## src/assert_macros.svh

```systemverilog
`ifndef ASSERT_MACROS_SVH
`define ASSERT_MACROS_SVH

// check a condition at every edge out of reset
`define SSP_ASSERT_NOW(label, clk, rst, cond) \
   label: assert property (@(posedge clk) disable iff (rst) (cond)) \
      else $error("sprite projection check failed");

// check that a condition in one cycle implies another in the next
`define SSP_ASSERT_NEXT(label, clk, rst, ante, cons) \
   label: assert property (@(posedge clk) disable iff (rst) (ante) |=> (cons)) \
      else $error("sprite projection sequence check failed");

`endif

```

## src/ssp_pkg.sv

```systemverilog
package ssp_pkg;

   localparam int SCREEN_SIZE   = 1024;
   localparam int SCREEN_CENTER = 512;

   localparam int SQ_W      = 34;
   localparam int RT_W      = 17;
   localparam int SQRT_LAT  = RT_W;

   localparam int DIV_NW    = 44;
   localparam int DIV_DW    = 34;
   localparam int DIV_QW    = 16;
   localparam int DIV_LAT   = DIV_QW + 3;

   typedef struct packed {
      logic                 valid;
      logic signed [15:0]   s;
      logic signed [33:0]   tx;
      logic signed [33:0]   ty;
      logic [RT_W-1:0]      d;
      logic [14:0]          h;
      logic                 sat;
   } item_type;

   typedef struct packed {
      logic [RT_W-1:0]      d;
      logic [14:0]          h;
      logic signed [15:0]   top;
      logic signed [15:0]   bot;
      logic signed [15:0]   ctr;
      logic signed [15:0]   lft;
      logic signed [15:0]   rgt;
      logic                 sat;
   } res_type;

   function automatic logic [15:0] clip16(input logic signed [17:0] v);
      logic [15:0] r;
      if (v > 18'sd32767) r = 16'h7FFF;
      else if (v < -18'sd32768) r = 16'h8000;
      else r = v[15:0];
      return r;
   endfunction

   function automatic logic clipped16(input logic signed [17:0] v);
      return (v > 18'sd32767) || (v < -18'sd32768);
   endfunction

endpackage

```

## src/ssp_sqrt.sv

```systemverilog
module ssp_sqrt import ssp_pkg::*; (
   input  logic              clock,
   input  logic              en,
   input  logic [SQ_W-1:0]   radicand,
   output logic [RT_W-1:0]   root
);

   localparam int TW = SQ_W + 2;

   logic [SQ_W-1:0] rem_s  [0:SQRT_LAT-1];
   logic [RT_W-1:0] root_s [0:SQRT_LAT-1];
   logic [SQ_W-1:0] rem_ff  [0:SQRT_LAT-1];
   logic [RT_W-1:0] root_ff [0:SQRT_LAT-1];

   assign rem_s[0]  = radicand;
   assign root_s[0] = '0;

   genvar k;
   generate
      for (k = 0; k < SQRT_LAT; k++) begin : g_stage
         localparam int I = SQRT_LAT - 1 - k;
         logic [TW-1:0]   test;
         logic            ge;
         logic [SQ_W-1:0] rem_in;
         logic [RT_W-1:0] root_in;

         if (k > 0) begin : g_link
            assign rem_s[k]  = rem_ff[k-1];
            assign root_s[k] = root_ff[k-1];
         end

         assign test    = (TW'(root_s[k]) << (I + 1)) | (TW'(1) << (2 * I));
         assign ge      = TW'(rem_s[k]) >= test;
         assign rem_in  = ge ? rem_s[k] - test[SQ_W-1:0] : rem_s[k];
         assign root_in = ge ? root_s[k] | (RT_W'(1) << I) : root_s[k];

         always_ff @(posedge clock) begin
            if (en) begin
               rem_ff[k]  <= rem_in;
               root_ff[k] <= root_in;
            end
         end
      end
   endgenerate

   assign root = root_ff[SQRT_LAT-1];

endmodule

```

## config.mk

```make
export PLATFORM = sky130hd
export DESIGN_NAME = ssp_sqrt
export DESIGN_NICKNAME = d
export VERILOG_FILES = /design/src/assert_macros.svh /design/src/ssp_pkg.sv /design/src/ssp_sqrt.sv
export SDC_FILE = /design/constraint.sdc
export NUM_CORES = 1
export LEC_CHECK = 0
export BUFFER_PORTS_ARGS = -buffer_cell sky130_fd_sc_hd__buf_2
export CORE_ASPECT_RATIO = 1.2
export CORE_UTILIZATION = 48
export CTS_BUF_LIST = sky130_fd_sc_hd__clkbuf_8
export DETAILED_ROUTE_END_ITERATION = 6
export PLACE_DENSITY = 0.64
export SYNTH_ARGS = -nofsm -noshare
export SYNTH_HDL_FRONTEND = slang
export SYNTH_SLANG_ARGS = --single-unit
```

## constraint.sdc

```tcl
create_clock -name clock -period 4.35 [get_ports clock]
set_clock_uncertainty 0.15 [all_clocks]
set_input_delay 0.435 -clock clock [delete_from_list [all_inputs] [get_ports clock]]
set_output_delay 0.435 -clock clock [all_outputs]
set_load 0.05 [all_outputs]
```

==> flow_summary.json <==
{
  "clk_latency_ps": 760,
  "firstDrtPassIters": 5,
  "worstReg2RegEnd": "rem_ff[0][470]$_DFFE_PP_",
  "worst_hold_path.num_cells": 1,
  "synth-edff-count": 697,
  "postSynthRegisterBits": 697,
  "setup.worst_path.end_class": "flop",
  "layout_worst_path_cycle_share": 0.906,
  "tightest_slew_ps": 1110,
  "final.setup.tns_ps": 0,
  "ctsHtreeMaxLevel": 3,
  "async_flop_share": 0,
  "timing.reg2reg.worst_path_depth": 11,
  "hold_path_startpoint": "en",
  "max_clock_freq_ghz": 0.254,
  "post_synth_instance_area_mm2": 0.0327,
  "r2r_setup_slack_ps": 410,
  "hold_viol_final": 0,
  "setup.worst_path.start": "rem_ff[0][416]$_DFFE_PP_",
  "post_cts_resize_count": 0,
  "chipHeight_um": 288,
  "result_of_the_run": "completed",
  "route.detailed.drc": 0,
  "standard_cell_rows": 104,
  "synth_top_cells_by_area": "sky130_fd_sc_hd__edfxtp_1 (64%), sky130_fd_sc_hd__ha_1 (6.3%), sky130_fd_sc_hd__xnor2_1 (3.3%)",
  "grtUsageTotal": 0.191,
  "vdd_ir_drop_max_v": 0.000338,
  "critPathArrivalTime_ps": 4260,
  "portion_of_the_post_synthesis_area_used_by_sequential_elements": 0.640,
  "netlist-cell-type-count": 70,
  "grt_setup_unrepaired": "no",
  "design.core.area_mm2": 0.0673,
  "route.met3.wl_um": 1950,
  "cts_tree": "yes",
  "cts.sink_count": 697,
  "synthFlopType": "sky130_fd_sc_hd__edfxtp_1",
  "clock_pin_slew_on_the_worst_setup_and_hold_paths_ps": 70,
  "routed_wl_um": 65100,
  "drt-met1-wl_um": 20600,
  "cts_made_buffers": 108,
  "layout_setup_ws_ps": 407,
  "synth.top_cell.area_share": 0.640,
  "num_vias": 20176,
  "numPortBuffers": 52,
  "finish.net_count": 2904,
  "wire_per_inst_um": 17.6,
  "hold_path_class": "in -> reg",
  "dr.max_layer_used": "met4",
  "whs_ps": 100,
  "cap_violations": 0,
  "grt_start_max_net_pins": 104,
  "dr_wl_met2_um": 38800,
  "grt_antenna_before_repair": 1,
  "ant_nets": 0,
  "synth_area_leader_cell": "sky130_fd_sc_hd__edfxtp_1",
  "syn_area_per_cell_um2": 13.0,
  "drt-vias-per-instance": 5.46,
  "source_of_the_worst_register_to_register_timing_path": "rem_ff[0][416]$_DFFE_PP_",
  "slew-limit-headroom": 0.257,
  "gp_congestion": 0.912,
  "post-dp-hpwl_um": 47600,
  "hold-path-endpoint": "root_ff[4][13]$_DFFE_PP_",
  "yosys-top-cells-count": "sky130_fd_sc_hd__edfxtp_1 (697), sky130_fd_sc_hd__inv_1 (195), sky130_fd_sc_hd__ha_1 (166)",
  "synthesized_netlist_net_count": 2716,
  "grt_overflow": 0,
  "critPathKind": "reg -> reg",
  "yosys.cell_count.top_type": "sky130_fd_sc_hd__edfxtp_1",
  "number_of_global_route_vias_before_repair": 21350,
  "drtIter0Drc": 965,
  "critical_path_peak_fanout": 24,
  "setup-violations-final": 0,
  "die_x_um": 240,
  "initial_core_utilization": 0.486,
  "largest_buffer_count_on_any_clock_path": 3,
  "boundaryPins": 53,
  "layout-drive-gt1-share": 0.0993,
  "yosysWarnings": 0,
  "p_per_area_mw_per_mm2": 469,
  "p_leak_nw": 14.0,
  "cp-start-kind": "flop",
  "fp.dieArea_mm2": 0.0692,
  "required_ps": 4670,
  "wire_length_of_the_first_global_routing_pass_um": 103000,
  "slew_violations": 0,
  "cts_root_buffer": "sky130_fd_sc_hd__clkbuf_8",
  "placement.setup.worst_slack_ps": 489,
  "synth_cells": 2514,
  "area_growth_pct": 12.2,
  "layout_min_cycle_time_ps": 3940
}
==> sequential cells by signal, summed over array words and instances, names as in the netlist <==
register  flops
rem_ff      544
root_ff     153
==> cells by family after synthesis <==
| logic type | share of synthesized area |
|---|---|
| compound gates | 0.0855 |
| xor+xnor | 0.0591 |
| fa+ha+maj | 0.0635 |
| buf+inv | 0.0276 |
| flops | 0.640 |
| mux | 0.0115 |
| simple gates | 0.113 |
==> area by class of cell <==
type                            instances  area [um^2]
Clock inverter                         90          563
Antenna cell                            1         2.50
Multi-Input combinational cell       1580        10900
Fill cell                            5545        30600
Tap cell                              901         1130
Sequential cell                       697        20900
Clock buffer                          108         1490
Timing Repair Buffer                  120          968
Inverter                              195          732
==> worst max path at each step <==
stage,end,slack [ps],cells after the start
detailed placement,rem_ff[0][472]$_DFFE_PP_,490,11
floorplan,rem_ff[0][462]$_DFFE_PP_,1030,9
finish,rem_ff[0][470]$_DFFE_PP_,410,11
CTS,rem_ff[0][472]$_DFFE_PP_,440,11
global placement,rem_ff[0][475]$_DFFE_PP_,480,12
global route,rem_ff[0][467]$_DFFE_PP_,210,12
==> critical path, cell delays in order (launching register included) <==
cell                        delay [ps]
sky130_fd_sc_hd__edfxtp_1          420
sky130_fd_sc_hd__ha_1              350
sky130_fd_sc_hd__nor2b_1           160
sky130_fd_sc_hd__o31a_1            280
sky130_fd_sc_hd__or4_1             540
sky130_fd_sc_hd__a2111oi_0         620
sky130_fd_sc_hd__buf_4             220
sky130_fd_sc_hd__or2_2             120
sky130_fd_sc_hd__o21ai_2           300
sky130_fd_sc_hd__buf_4             320
sky130_fd_sc_hd__nand3_1           110
sky130_fd_sc_hd__xnor2_1            80
==> placed cells by master, fill, tap and decap left out, types with 39 or more instances in the layout <==
master,netlist,routed
sky130_fd_sc_hd__a21oi_1,125,125
sky130_fd_sc_hd__edfxtp_1,697,697
sky130_fd_sc_hd__nand2b_1,39,39
sky130_fd_sc_hd__ha_1,166,166
sky130_fd_sc_hd__nor3_1,80,80
sky130_fd_sc_hd__nand2_1,137,137
sky130_fd_sc_hd__o21ai_0,115,115
sky130_fd_sc_hd__buf_2,0,51
sky130_fd_sc_hd__xor2_1,99,99
sky130_fd_sc_hd__clkbuf_8,0,108
sky130_fd_sc_hd__inv_1,195,224
sky130_fd_sc_hd__nor4_1,76,75
sky130_fd_sc_hd__xnor2_1,122,122
sky130_fd_sc_hd__a21o_1,44,44
sky130_fd_sc_hd__nand3_1,54,54
sky130_fd_sc_hd__nor2_1,158,158
==> metrics by stage <==
step | area (um^2) | util | std cells | total power, mW
floorplan | 32700 | - | 2514 | 11.2
global placement | 34300 | 0.510 | 3458 | 12.0
detailed placement | 34300 | 0.510 | 3458 | 12.1
CTS | 36700 | 0.546 | 3691 | 17.4
global route | 36700 | 0.546 | 3692 | 18.1
finish | 36700 | 0.546 | 3692 | 17.2
==> report_power, final <==
part / internal (mW) / total, mW / switching, mW
clock: 2.55 / 5.16 / 2.61
sequential: 8.44 / 9.01 / 0.562
combinational: 1.32 / 3.04 / 1.72
==> metal layers <==
metal,global-route usage,up-vias
met1,0.152,9736
met4,0.125,0
met3,0.0296,197
met5,0,-
met2,0.405,428
li1,-,9815
==> timing repair <==
| action | 4_1_cts | 5_1_grt |
|---|---|---|
| endpoints found under the hold margin | 35 | 0 |
| hold buffers | 35 | 0 |
| setup buffers | 0 | 0 |
No activity file was read; power rests on OpenSTA's default activity.
