File: src/assert_macros.svh
`ifndef ASSERT_MACROS_SVH
`define ASSERT_MACROS_SVH

// check a condition at every edge out of reset
`define SSP_ASSERT_NOW(label, clk, rst, cond) \
   label: assert property (@(posedge clk) disable iff (rst) (cond)) \
      else $error("sprite projection check failed");

// check that a condition in one cycle implies another in the next
`define SSP_ASSERT_NEXT(label, clk, rst, ante, cons) \
   label: assert property (@(posedge clk) disable iff (rst) (ante) |=> (cons)) \
      else $error("sprite projection sequence check failed");

`endif

File: src/ssp_pkg.sv
package ssp_pkg;

   localparam int SCREEN_SIZE   = 1024;
   localparam int SCREEN_CENTER = 512;

   localparam int SQ_W      = 34;
   localparam int RT_W      = 17;
   localparam int SQRT_LAT  = RT_W;

   localparam int DIV_NW    = 44;
   localparam int DIV_DW    = 34;
   localparam int DIV_QW    = 16;
   localparam int DIV_LAT   = DIV_QW + 3;

   typedef struct packed {
      logic                 valid;
      logic signed [15:0]   s;
      logic signed [33:0]   tx;
      logic signed [33:0]   ty;
      logic [RT_W-1:0]      d;
      logic [14:0]          h;
      logic                 sat;
   } item_type;

   typedef struct packed {
      logic [RT_W-1:0]      d;
      logic [14:0]          h;
      logic signed [15:0]   top;
      logic signed [15:0]   bot;
      logic signed [15:0]   ctr;
      logic signed [15:0]   lft;
      logic signed [15:0]   rgt;
      logic                 sat;
   } res_type;

   function automatic logic [15:0] clip16(input logic signed [17:0] v);
      logic [15:0] r;
      if (v > 18'sd32767) r = 16'h7FFF;
      else if (v < -18'sd32768) r = 16'h8000;
      else r = v[15:0];
      return r;
   endfunction

   function automatic logic clipped16(input logic signed [17:0] v);
      return (v > 18'sd32767) || (v < -18'sd32768);
   endfunction

endpackage

File: src/ssp_div.sv
module ssp_div import ssp_pkg::*; (
   input  logic                     clock,
   input  logic                     en,
   input  logic signed [DIV_NW-1:0] num,
   input  logic signed [DIV_DW-1:0] den,
   output logic signed [15:0]       quot,
   output logic                     sat
);

   localparam int NST = DIV_QW + 2;
   localparam int CW  = DIV_DW + DIV_QW;

   typedef struct packed {
      logic [DIV_NW-1:0] rem;
      logic [DIV_DW-1:0] dmag;
      logic [DIV_QW-1:0] q;
      logic              neg;
      logic              nneg;
      logic              zero;
      logic              ovf;
   } stage_type;

   stage_type st_in [0:NST-1];
   stage_type st_ff [0:NST-1];
   logic signed [15:0] quot_in, quot_ff;
   logic               sat_in, sat_ff;
   stage_type          last;

   always_comb begin
      st_in[0].rem  = num[DIV_NW-1] ? DIV_NW'(-num) : DIV_NW'(num);
      st_in[0].dmag = den[DIV_DW-1] ? DIV_DW'(-den) : DIV_DW'(den);
      st_in[0].q    = '0;
      st_in[0].neg  = num[DIV_NW-1] ^ den[DIV_DW-1];
      st_in[0].nneg = num[DIV_NW-1];
      st_in[0].zero = (den == '0);
      st_in[0].ovf  = 1'b0;
   end

   always_comb begin
      st_in[1]     = st_ff[0];
      st_in[1].ovf = CW'(st_ff[0].rem) >= {st_ff[0].dmag, {DIV_QW{1'b0}}};
   end

   genvar k;
   generate
      for (k = 0; k < DIV_QW; k++) begin : g_bit
         localparam int I = DIV_QW - 1 - k;
         logic [CW-1:0] test;
         logic          ge;
         assign test = CW'(st_ff[k+1].dmag) << I;
         assign ge   = CW'(st_ff[k+1].rem) >= test;
         always_comb begin
            st_in[k+2] = st_ff[k+1];
            if (ge) begin
               st_in[k+2].rem  = st_ff[k+1].rem - test[DIV_NW-1:0];
               st_in[k+2].q[I] = 1'b1;
            end
         end
      end
   endgenerate

   assign last = st_ff[NST-1];

   always_comb begin
      quot_in = last.q;
      sat_in  = 1'b0;
      if (last.zero) begin
         quot_in = last.nneg ? 16'sh8000 : 16'sh7FFF;
         sat_in  = 1'b1;
      end else if (last.ovf) begin
         quot_in = last.neg ? 16'sh8000 : 16'sh7FFF;
         sat_in  = 1'b1;
      end else if (last.neg) begin
         if (last.q > 16'd32768) begin
            quot_in = 16'sh8000;
            sat_in  = 1'b1;
         end else begin
            quot_in = -last.q;
         end
      end else if (last.q > 16'd32767) begin
         quot_in = 16'sh7FFF;
         sat_in  = 1'b1;
      end
   end

   always_ff @(posedge clock) begin
      if (en) begin
         for (int i = 0; i < NST; i++) begin
            st_ff[i] <= st_in[i];
         end
         quot_ff <= quot_in;
         sat_ff  <= sat_in;
      end
   end

   assign quot = quot_ff;
   assign sat  = sat_ff;

endmodule

File: config.mk
export PLATFORM = sky130hd
export DESIGN_NAME = ssp_div
export DESIGN_NICKNAME = d
export VERILOG_FILES = /design/src/assert_macros.svh /design/src/ssp_pkg.sv /design/src/ssp_div.sv
export SDC_FILE = /design/constraint.sdc
export NUM_CORES = 2
export LEC_CHECK = 0
export BUFFER_PORTS_ARGS = -buffer_cell sky130_fd_sc_hd__buf_2
export CAP_MARGIN = 20
export CORE_ASPECT_RATIO = 1.2
export CORE_UTILIZATION = 35
export DETAILED_ROUTE_END_ITERATION = 7
export GPL_TIMING_DRIVEN = 0
export PLACE_DENSITY = 0.51
export SLEW_MARGIN = 25
export SYNTH_ARGS = -nofsm -noshare
export SYNTH_HDL_FRONTEND = slang
export SYNTH_SLANG_ARGS = --single-unit
File: constraint.sdc
create_clock -name clock -period 3.91 [get_ports clock]
set_input_delay 0.782 -clock clock [delete_from_list [all_inputs] [get_ports clock]]
set_output_delay 0.782 -clock clock [all_outputs]
set_load 0.1 [all_outputs]
==> flow_metrics.tcl <==
set metrics [dict create \
    ys_ff_latch 1550 \
    dp_worst_setup_slack_ps -2138 \
    grt_pass1_vias 58540 \
    wire_per_inst_um 19.15 \
    worst_pin_slew_ps 1117 \
    p_per_area_nw_per_um2 642.1 \
    layout.cells.non_filler 10930 \
    grt_overflow 0 \
    fin_skew_ps 33.66 \
    timing.final.ws_setup_ps -166.4 \
    fin_crit_ps 4076 \
    status "complete, but fails checks" \
    critPathRequiredTime_ps 4450 \
    maxCapViolations 0 \
    antenna_found_initial 1 \
    max_freq_mhz 245.3 \
    hold_viol 0 \
    row_count 196 \
    r2r_slack_ps -170 \
    dp_cells 10520 \
    yosysSeqAreaShare 0.5573 \
    ant_nets 0 \
    syn_inst 7233 \
    synth_cell_type_count 86 \
    grt_pass1_wl_um 318900 \
    clockRootBuffer "clkbuf_16" \
    hpwl_um 161300 \
    setup-tns-final_ps -269.6 \
    relSlewSlack 0.2528 \
    core-area_sq_um 237400 \
    rsz0062_at_grt "yes" \
    worstHoldStart "num[43]" \
    num_io_pins 97 \
    grt_start_max_net_pins 138 \
    cts_tree "built" \
    ys_warn_count 0 \
    async_flop_share 0 \
    wirelength_um 209300 \
    worstSetupEndpointType "flop" \
    syn_area_per_cell_sq_um 11.55 \
    numCtsBuffers 177 \
    drt_pass1_iterations 5 \
    syn_nets 7888 \
    leakagePower_nw 38.14 \
    crit_arrival_ps 4620 \
    fin_crit_sh 1.043 \
    drtIter0Drc 2346 \
    cp_max_fo 3 \
    via_count 54860 \
    holdBufCountCts 0 \
    finalSetupViolCount 3 \
    clk_latency_ps 830 \
    path_class "reg2reg" \
    synth.cell_area_sq_um 83510 \
    fin_area_sq_um 96730 \
    ys.flop_type "edfxtp_1" \
    path_clk_slew_ps 60 \
    diodes 0 \
    die_w_um 447.9 \
    cts_max_level 4 \
    whs_ps 149.6 \
    final_layout_size_suffix_gt1_frac 0.1218 \
    dieArea_sq_um 240600 \
    clk_path_buf_depth 3 \
    hold_end "st_ff[0][2]" \
    portBuffers 95 \
    worstReg2RegEnd "st_ff[16][97]" \
    cp-start-kind "flop" \
    nNetsFinal 8278 \
    area_growth_pct 15.82 \
    via_per_inst 5.018 \
    drv_slew 0 \
    min_path_cells 1 \
    worst_hold_path_type "in2reg" \
    grtUsageTotal 0.1725 \
    violations "setup timing" \
    cts.sinks 1550 \
    reg2reg_depth 15 \
    place_area_sq_um 88460 \
    synth_edf_count 1550 \
    ir_drop_mv 0.4609 \
    power.total_mw 62.11 \
    drc_errors 0 \
    rr_startpoint "st_ff[15][55]" \
    utilization 0.4075 \
    start_util 0.3518 \
    gp_congestion 0.9687 \
    dieHeight_um 537.1 \
]
[synthesized netlist by cell type, types with 18 or more instances]
| cell | count | area share |
|---|---|---|
| o41ai_1 | 18 | 0.0019 |
| and3_1 | 43 | 0.0032 |
| nand2_1 | 534 | 0.024 |
| ha_1 | 560 | 0.084 |
| a211o_1 | 20 | 0.0021 |
| nor4_1 | 56 | 0.0042 |
| or2_2 | 22 | 0.0016 |
| mux2_2 | 173 | 0.023 |
| nand4_1 | 102 | 0.0076 |
| nand2b_1 | 74 | 0.0055 |
| edfxtp_1 | 1550 | 0.56 |
| nor2b_1 | 68 | 0.0051 |
| inv_1 | 692 | 0.031 |
| nor3_1 | 88 | 0.0053 |
| xor2_1 | 206 | 0.022 |
| or4_1 | 26 | 0.0023 |
| and2_1 | 21 | 0.0016 |
| a21oi_1 | 568 | 0.034 |
| clkbuf_1 | 172 | 0.0077 |
| o31a_1 | 19 | 0.0020 |
| o31ai_1 | 40 | 0.0036 |
| nor2_1 | 363 | 0.016 |
| o21bai_1 | 70 | 0.0063 |
| xnor2_1 | 344 | 0.036 |
| a211oi_1 | 44 | 0.0040 |
| o21ai_0 | 512 | 0.031 |
| nand3_1 | 111 | 0.0067 |
| o211ai_1 | 21 | 0.0019 |
| or3_1 | 46 | 0.0034 |
| a21o_1 | 282 | 0.025 |
| o21a_1 | 64 | 0.0058 |
| a31oi_1 | 46 | 0.0034 |
[critical path: stages, from the launching register on]
cell and delay, ps:
edfxtp_1 400, inv_2 90, ha_4 130, inv_2 40
fa_2 340, a21o_1 180, a21o_1 200, a31oi_4 250
nor4b_4 90, o31a_1 330, o311a_4 350, a221o_1 330
a21o_1 250, a2111o_1 460, nor4_2 270, xor2_1 110
[worst max-delay path by stage]
stage,startpoint,end,slack [ps],depth (start not counted)
3_5_place_dp,st_ff[9][28],st_ff[10][87],-2140,14
5_1_grt,st_ff[15][55],st_ff[16][97],-240,15
3_3_place_gp,en,st_ff[16][22],-22520,1
6_report,st_ff[15][55],st_ff[16][97],-170,15
2_1_floorplan,st_ff[15][55],st_ff[16][93],100,15
4_1_cts,st_ff[15][55],st_ff[16][97],-200,15
[area by class of cell]
class                   count  area (sq um)
multi-input cells        4800         34880
well taps                3168          3964
fillers                 22470        140700
repair buffers            225          1958
clock inverters           102         985.9
inverters                 693          2615
flip-flops and latches   1550         46540
clock buffers             218          4647
plain buffers             176          1136
[timing repair]
action | CTS | global route
gates cloned | 6 | 2
endpoints found under the setup margin | 756 | 501
gates resized for setup | 315 | 126
pin swaps | 65 | 50
buffers inserted | 60 | 41
hold endpoints to repair | 0 | 0
[state kept, by name (all words and copies together), names as in the netlist]
register  flops
st_ff      1533
quot         16
sat           1
[cell families after synthesis]
group,after synthesis,synth area share
AOI/OAI and AO/OA,1872,0.1392
and+or+nand+nor,1618,0.09349
DFF,1550,0.5573
buffers and inverters,883,0.03997
adders and majority gates,575,0.08750
xor gates and xnor gates,550,0.05768
muxes,185,0.02477
[placed cells by master (no fill, tap or decap), types with 79 or more instances in the layout]
cell type     n
a21oi_1     542
edfxtp_1   1550
a21o_1      281
nand4_1     102
nand2_1     533
nor3_1       79
clkbuf_16   187
inv_1       684
clkbuf_1    136
mux2_2      173
buf_2       103
ha_1        546
xnor2_1     344
xor2_1      206
nor2_1      358
buf_4       106
nand3_1     106
o21ai_0     485
[routing by layer]
layer	wire, um	vias up	GRT usage	share of wire
met5	0	-	0	0
met4	18490	0	0.1388	0.088
met2	119800	981	0.3593	0.57
met3	4871	557	0.02062	0.023
li1	-	27430	-	-
met1	66100	25890	0.1391	0.32
[report_power, final]
group          total, mW  internal (mW)  switching, mW
logic               22.4           9.29           13.1
registers           23.7           22.3           1.47
clock network       16.0           9.32           6.68
total               62.1           40.9           21.2
(Power assumes the default switching activity.)
